**src/rtl/text_terminal_writer_core_assert.svh**
```systemverilog
// Assertion macros used by the text terminal writer controller.
// Depends on nothing; define ASSERT_OFF to compile the checks away.
`ifndef TEXT_TERMINAL_WRITER_CORE_ASSERT_SVH
`define TEXT_TERMINAL_WRITER_CORE_ASSERT_SVH

`ifndef ASSERT_OFF
`define TTW_ASSERT(label, clk, rst, prop) \
   label: assert property (@(posedge clk) disable iff (rst) prop) \
      else $error("text_terminal_writer_core: assertion failed");
`define TTW_ASSERT_NEVER(label, clk, rst, cond) `TTW_ASSERT(label, clk, rst, !(cond))
`else
`define TTW_ASSERT(label, clk, rst, prop)
`define TTW_ASSERT_NEVER(label, clk, rst, cond)
`endif

`endif

```
**src/rtl/ttw_pkg.sv**
```systemverilog
// Types and constants of the text terminal writer: field widths, command codes,
// character codes and the controller to datapath command and status structs.
// Depends on nothing.
package ttw_pkg;

   localparam int CMD_W      = 2;
   localparam int CHAR_W     = 8;
   localparam int ATTR_W     = 8;
   localparam int CELL_W     = 16;
   localparam int ROW_PORT_W = 5;
   localparam int COL_PORT_W = 7;
   localparam int CSR_DATA_W = 32;
   localparam int CSR_ADDR_W = 3;

   typedef logic [CMD_W-1:0] cmd_type;

   localparam cmd_type CMD_PUT        = 2'd0;
   localparam cmd_type CMD_SET_CURSOR = 2'd1;
   localparam cmd_type CMD_READ       = 2'd2;

   localparam logic [CHAR_W-1:0] NEWLINE_CHAR = 8'd10;
   localparam logic [CHAR_W-1:0] BLANK_CHAR   = 8'h20;
   localparam logic [ATTR_W-1:0] RESET_COLOR  = 8'h07;

   // Register index as seen in bit 2 of the byte address.
   localparam logic REG_TEXT_COLOR = 1'b0;

   typedef struct packed {
      logic clear_step;
      logic load;
      logic exec;
      logic fill_step;
      logic take_read;
   } ctl_type;

   typedef struct packed {
      logic clear_done;
      logic fill_done;
      logic scroll;
      logic is_read;
   } sts_type;

   function automatic logic [CELL_W-1:0] make_cell(input logic [CHAR_W-1:0] ch,
                                                   input logic [ATTR_W-1:0] attr);
      return {attr, ch};
   endfunction

endpackage

```
**src/rtl/ttw_ctrl.sv**
```systemverilog
// Controller of the text terminal writer: sequences the clearing pass,
// command execution, cell reads and scroll fills. Depends on ttw_pkg.
`include "text_terminal_writer_core_assert.svh"

module ttw_ctrl (
   input  logic             clock,
   input  logic             reset,
   input  logic             start,
   output logic             busy,
   output logic             rsp_strobe,
   output ttw_pkg::ctl_type ctl,
   input  ttw_pkg::sts_type sts
);

   typedef enum logic [2:0] {
      ST_CLEAR,
      ST_IDLE,
      ST_EXEC,
      ST_RDWAIT,
      ST_FILL
   } state_type;

   state_type state_ff;
   logic      rsp_strobe_ff;

   assign busy       = (state_ff != ST_IDLE);
   assign rsp_strobe = rsp_strobe_ff;

   assign ctl.clear_step = (state_ff == ST_CLEAR);
   assign ctl.load       = (state_ff == ST_IDLE) && start;
   assign ctl.exec       = (state_ff == ST_EXEC);
   assign ctl.fill_step  = (state_ff == ST_FILL);
   assign ctl.take_read  = (state_ff == ST_RDWAIT);

   always_ff @(posedge clock) begin
      if (reset) begin
         state_ff      <= ST_CLEAR;
         rsp_strobe_ff <= 1'b0;
      end else begin
         rsp_strobe_ff <= 1'b0;
         case (state_ff)
            ST_CLEAR: begin
               if (sts.clear_done) begin
                  state_ff <= ST_IDLE;
               end
            end
            ST_IDLE: begin
               if (start) begin
                  state_ff <= ST_EXEC;
               end
            end
            ST_EXEC: begin
               if (sts.is_read) begin
                  state_ff <= ST_RDWAIT;
               end else if (sts.scroll) begin
                  state_ff <= ST_FILL;
               end else begin
                  state_ff      <= ST_IDLE;
                  rsp_strobe_ff <= 1'b1;
               end
            end
            ST_RDWAIT: begin
               state_ff      <= ST_IDLE;
               rsp_strobe_ff <= 1'b1;
            end
            ST_FILL: begin
               if (sts.fill_done) begin
                  state_ff      <= ST_IDLE;
                  rsp_strobe_ff <= 1'b1;
               end
            end
            default: begin
               state_ff <= ST_CLEAR;
            end
         endcase
      end
   end

   `TTW_ASSERT(a_accept_exec, clock, reset, (start && !busy) |=> (state_ff == ST_EXEC))
   `TTW_ASSERT_NEVER(a_strobe_busy, clock, reset, rsp_strobe && busy)
   `TTW_ASSERT(a_strobe_single, clock, reset, rsp_strobe |=> !rsp_strobe)
   `TTW_ASSERT(a_fill_exit, clock, reset,
      (state_ff == ST_FILL) |=> ((state_ff == ST_FILL) || (state_ff == ST_IDLE)))

endmodule

```
**config.mk**
```make
export PLATFORM = sky130hd
export DESIGN_NAME = ttw_ctrl
export DESIGN_NICKNAME = d
export VERILOG_FILES = /design/src/rtl/ttw_pkg.sv /design/src/rtl/ttw_ctrl.sv
export VERILOG_INCLUDE_DIRS = /design/src /design/src/rtl
export SDC_FILE = /design/constraint.sdc
export NUM_CORES = 1
export LEC_CHECK = 0
export BUFFER_PORTS_ARGS = -buffer_cell sky130_fd_sc_hd__buf_2
export CORE_AREA = 2 2 39 41
export DETAILED_ROUTE_END_ITERATION = 16
export DIE_AREA = 0 0 41 43
export GPL_TIMING_DRIVEN = 0
export PLACE_DENSITY = 0.38
export SETUP_SLACK_MARGIN = 0.2
export SKIP_CTS_REPAIR_TIMING = 1
export SYNTH_ARGS = -nofsm -noshare
export SYNTH_HDL_FRONTEND = slang
export SYNTH_SLANG_ARGS = --single-unit
```
**constraint.sdc**
```tcl
create_clock -name clock -period 0.9 [get_ports clock]
set_input_delay 0.045 -clock clock [delete_from_list [all_inputs] [get_ports clock]]
set_output_delay 0.045 -clock clock [all_outputs]
set_load 0.005 [all_outputs]
```
==> out/results.ini, run 1 <==
[route]
viasPerCell=4.52
ant_nets=0
wl_per_cell_um=11.4
drt_pass1_iterations=4
totalWireLength_um=761
drt_iter0_markers=8
drc_errors=0
vias=303

[timing]
hold_ws_ns=0.00368
setup_ws_ns=-0.233
tightest_slew_ns=0.206
hold_viol=0
drv_slew=0
rsz0062_at_grt=yes
max_slew_margin=0.862
period_needed_ns=1.13
max_freq_mhz=883
skew_ns=0.00386
post-route-period-util=1.26
setup_tns_ns=-1.39
setup_viol=10

[floorplanning]
die_w_um=41
num_rows=14
start_util=0.176
core_area_sq_um=1380
die_h_um=43
io_pins=14
floorplan.die_area_sq_um=1760

[worst_hold_path]
hp-start=reset
min_path_type=input port to register

[power_and_ir_drop]
power_w=0.000572
leakage_nw=0.199
ir_worst_vdd_mv=0.616
powerDensity_nw_per_um2=1320

[layout]
n_antenna_cell=0
area_growth_pct=77.4
drive_gt1_frac=0.667
num-nets-final=60
nFillCells=164

[outcome]
violations=setup timing
status=finished with violations

[synthesis]
ys_ff_latch=4
syn_avg_cell_area_sq_um=8.13
syn_inst=30
synth_cell_types=20
synth_edf_count=0
synth_area_sq_um=244
synthFlopType=dfxtp_1
syn_nets=37
synth.top_cell.area_share=0.328
synth-warning-count=0
ys_seq_area_frac=0.328
synth_top_area_cell=dfxtp_1
synthArstFlopShare=0
synth.area.top_cells=dfxtp_1 33%, nor3_1 8.2%, nor3b_4 7.7%, nand2_2 5.1%, nor2_1 4.6%

[critical_path]
cp-end-kind=primary output
worstPathRequired_ns=0.85
crit_arrival_ns=1.09
crit_type=register to primary output
r2r-start=state_ff[1]$_SDFFE_PP0P_
r2r_setup_slack_ns=-0.17
start_kind=register
setup.worst_path.start=state_ff[1]$_SDFFE_PP0P_
critical_path.max_fanout=7

[cts]
cts_tree=yes
htree_levels=1
clock_path_buffers=2
clkTransAtPathRegs_ns=0.04
clock_latency_ns=0.24
root_buffer=clkbuf_4
cts_num_sinks=4
numCtsBuffers=3

[global_route]
grt.overflow.total=0
antenna_found_initial=0
track_usage=0.0923
grt_pass1_vias=254
grt_pass1_wl_um=1030
grt_start_max_net_pins=11

[placed_design]
hpwl_um=483
place_ws_ns=-0.0644
numPortBuffers=13
place.gp.congestion=0.659

[run]
max-cap-violations=0

## Yosys cell counts (2+ instances only)
master / n
nor2_1: 3
nand2_2: 2
nor3_1: 4
o21ai_0: 2
dfxtp_1: 4
## path summary, 6_finish.rpt
kind,to,cells after the start
hold reg to reg,state_ff[1]$_SDFFE_PP0P_,2
setup / recovery,ctl[3],4
setup reg to reg,state_ff[2]$_SDFFE_PP0P_,5
hold / removal,state_ff[2]$_SDFFE_PP0P_,2
## critical path, cell delays in order, from the launching register on
cell and delay (ns):
dfxtp_2 0.31, buf_6 0.13, buf_6 0.11, nor3_2 0.16, buf_2 0.13
## stage by stage
step                 util  area (sq um)  cells
finish              0.313           433     67
global route        0.313           433     67
CTS                 0.265           367     62
detailed placement  0.249           344     59
global placement    0.249           344     59
floorplan               -           259     30
## per-layer routing
metal / wire length, um / GRT usage / vias up
met5: 0 / 0 / -
met2: 407 / 0.116 / 12
li1: - / - / 146
met1: 309 / 0.109 / 145
met3: 44 / 0.0471 / 0
met4: 0 / 0.0800 / 0
## cells in the final DEF, fill, tap and decap left out
cell      count
a31oi_1       1
nand2_2       2
nor3_1        3
o21ai_2       1
dfxtp_2       2
buf_6         3
nand2b_1      1
o21ai_0       1
nor2b_4       1
nand2_1       1
nor2_1        3
and2_1        1
buf_4         4
o21a_1        1
nor3_2        1
a32oi_2       1
clkbuf_4      3
a21oi_1       1
and2b_4       1
o211ai_1      1
nor3b_4       1
inv_1         1
nand3b_1      1
dfxtp_1       1
dfxtp_4       1
buf_2        13
## cell type report
cell class	instances	area, sq um	area share
Multi-Input combinational cell	23	171	0.396
Sequential cell	4	86.3	0.199
Inverter	1	3.75	0.00867
Buffer	2	22.5	0.0520
Clock buffer	3	22.5	0.0520
Tap cell	16	20.0	0.0462
Timing Repair Buffer	18	106	0.246
## registers in the layout (all words and copies together), names as in the netlist
name / flops
rsp_strobe: 1
state_ff: 3
## where the power goes
group	internal [W]	switching, W	leakage [nW]
registers	0.000186	0.0000100	0.0341
clock network	0.000149	0.0000781	0.0138
logic	0.0000779	0.0000701	0.151
total	0.000414	0.000158	0.199
## cells by family (layout without fill, tap and decap cells)
logic type	after synthesis	after routing	share of synthesized area
buf+inv	3	24	0.0666
simple gates	16	16	0.421
flops	4	4	0.328
compound gates	7	7	0.185
Power figures use the tool's default switching activity.
==> run 2: changes to the inputs <==
GPL_TIMING_DRIVEN = unset   (was 0)
==> run 2 against run 1 <==
Net effect:
- the run still ends with setup timing left
- register-to-register slack improved by 0.11 ns
- sequential cell count unchanged
- core utilization unchanged
- routed wire length decreased by 12%
- highest routed layer unchanged
- critical endpoint is now ctl[2]
- first-iteration DRC count decreased by 75%
- combinational power decreased by 11%
- critical path depth decreased by 1
- non-clock buffer count decreased by 1
- critical path type unchanged
==> out/results.ini, run 2 (same netlist as run 1, synthesis figures left out) <==
[layout]
n_antenna_cell=0  ; unchanged
mostFrequentLayoutCells=12 x buf_2, 4 x buf_4  ; was 13 x buf_2, 4 x buf_4
layout_commonest_cell=buf_2  ; unchanged
fin_util=0.313  ; unchanged
num-nets-final=59  ; was 60
largest_reg_flops=3  ; unchanged
area_growth_pct=77.4  ; unchanged
fin_cells=66  ; was 67
drive_gt1_frac=0.680  ; was 0.667
top_register=state_ff  ; unchanged
fin_area_sq_um=433  ; unchanged

[route]
vias=273  ; was 303
ant_nets=0  ; unchanged
totalWireLength_um=673  ; was 761 um
wl_per_cell_um=10.2  ; was 11.4 um
drc_errors=0  ; unchanged
drt_pass1_iterations=2  ; was 4
drt_iter0_markers=2  ; was 8
viasPerCell=4.14  ; was 4.52

[outcome]
status=finished with violations  ; unchanged
violations=setup timing  ; unchanged

[critical_path]
worstPathRequired_ns=0.85  ; about the same
critical_path.max_fanout=5  ; was 7
slowest_delay_ns=0.35  ; was 0.31 ns
cp-end-kind=primary output  ; unchanged
crit_arrival_ns=1.07  ; was 1.09 ns
path_cells=and2b_4 -> nor2b_4 -> buf_2  ; was buf_6 -> buf_6 -> nor3_2 -> buf_2
start_kind=register  ; unchanged
crit_type=register to primary output  ; unchanged
slowest_stage=dfxtp_4  ; was dfxtp_2

[placed_design]
numPortBuffers=13  ; unchanged
hpwl_um=493  ; was 483 um
place_ws_ns=-0.0707  ; was -0.0644 ns
place.gp.congestion=0.671  ; was 0.659
post-place-cells=62  ; was 59
postPlaceCellArea_sq_um=359  ; was 344 sq um

[floorplanning]
num_rows=14  ; unchanged
io_pins=14  ; unchanged
floorplan.die_area_sq_um=1760  ; unchanged
core_area_sq_um=1380  ; unchanged
start_util=0.176  ; unchanged
die_w_um=41  ; unchanged
die_h_um=43  ; unchanged

[cts]
numCtsBuffers=3  ; unchanged
clock_latency_ns=0.23  ; was 0.24 ns
clkTransAtPathRegs_ns=0.04  ; about the same
cts_tree=yes  ; unchanged
root_buffer=clkbuf_4  ; unchanged
clock_path_buffers=2  ; unchanged
htree_levels=1  ; unchanged
cts_num_sinks=4  ; unchanged

[global_route]
grt.overflow.total=0  ; unchanged
antenna_found_initial=0  ; unchanged
grt_pass1_vias=262  ; was 254
grt_start_max_net_pins=11  ; unchanged
grt_pass1_wl_um=1060  ; was 1030 um
track_usage=0.0943  ; was 0.0923

[power_and_ir_drop]
powerDensity_nw_per_um2=1280  ; was 1320 nW/um^2
leakage_nw=0.195  ; was 0.199 nW
ir_worst_vdd_mv=0.391  ; was 0.616 mV

[timing]
drv_slew=0  ; unchanged
post-route-period-util=1.24  ; was 1.26
rsz0062_at_grt=yes  ; unchanged
max_freq_mhz=894  ; was 883 MHz
period_needed_ns=1.12  ; was 1.13 ns
max_slew_margin=0.836  ; was 0.862
setup_ws_ns=-0.218  ; was -0.233 ns
skew_ns=0.000567  ; was 0.00386 ns
setup_viol=9  ; was 10
tightest_slew_ns=0.243  ; was 0.206 ns
hold_viol=0  ; unchanged

[worst_hold_path]
min_path_type=input port to register  ; unchanged

[run]
max-cap-violations=0  ; unchanged

[run 2: final timing paths]
check                           startpoint                  endpoint  slack [ns]  depth (start not counted)
setup / recovery  state_ff[2]$_SDFFE_PP0P_                    ctl[2]       -0.22                          3
hold / removal                       reset     rsp_strobe$_SDFF_PP0_        0.02                          2
setup reg to reg  state_ff[2]$_SDFFE_PP0P_  state_ff[2]$_SDFFE_PP0P_       -0.06                          3
hold reg to reg   state_ff[0]$_SDFFE_PP0P_  state_ff[2]$_SDFFE_PP0P_        0.51                          1
[run 2: where the power goes]
part,internal (W),switching [W]
logic,0.0000761,0.0000546
clock network,0.000149,0.0000692
registers,0.000185,0.0000195
total,0.000410,0.000143
[run 2: through the flow]
step	setup TNS (ns)	hold slack, ns	power (W)
CTS	-1.27	0.00207	0.000551
detailed placement	-0.166	0.251	0.000318
floorplan	-0.0148	0.107	0.000270
global route	-1.48	0.0126	0.000599
global placement	-0.161	0.259	0.000322
finish	-1.05	0.0210	0.000553
[run 2: per-layer routing]
| layer | GRT usage | routed length (um) |
|---|---|---|
| met2 | 0.125 | 330 |
| met1 | 0.109 | 285 |
| met3 | 0.0419 | 57 |
| met5 | 0 | 0 |
| met4 | 0.0800 | 0 |
[run 2: final cells by class]
cell class	instances	area [sq um]
well taps	16	20.0
multi-input cells	23	171
inverters	1	3.75
repair buffers	19	124
fillers	158	951
flip-flops and latches	4	91.3
clock buffers	3	22.5
[run 2: critical path, delay by kind of cell, from the launching register on]
kind / cells / cell delay, ns
flip-flops: 1 / 0.35
AND/OR/NAND/NOR: 2 / 0.38
buffers and inverters: 1 / 0.10
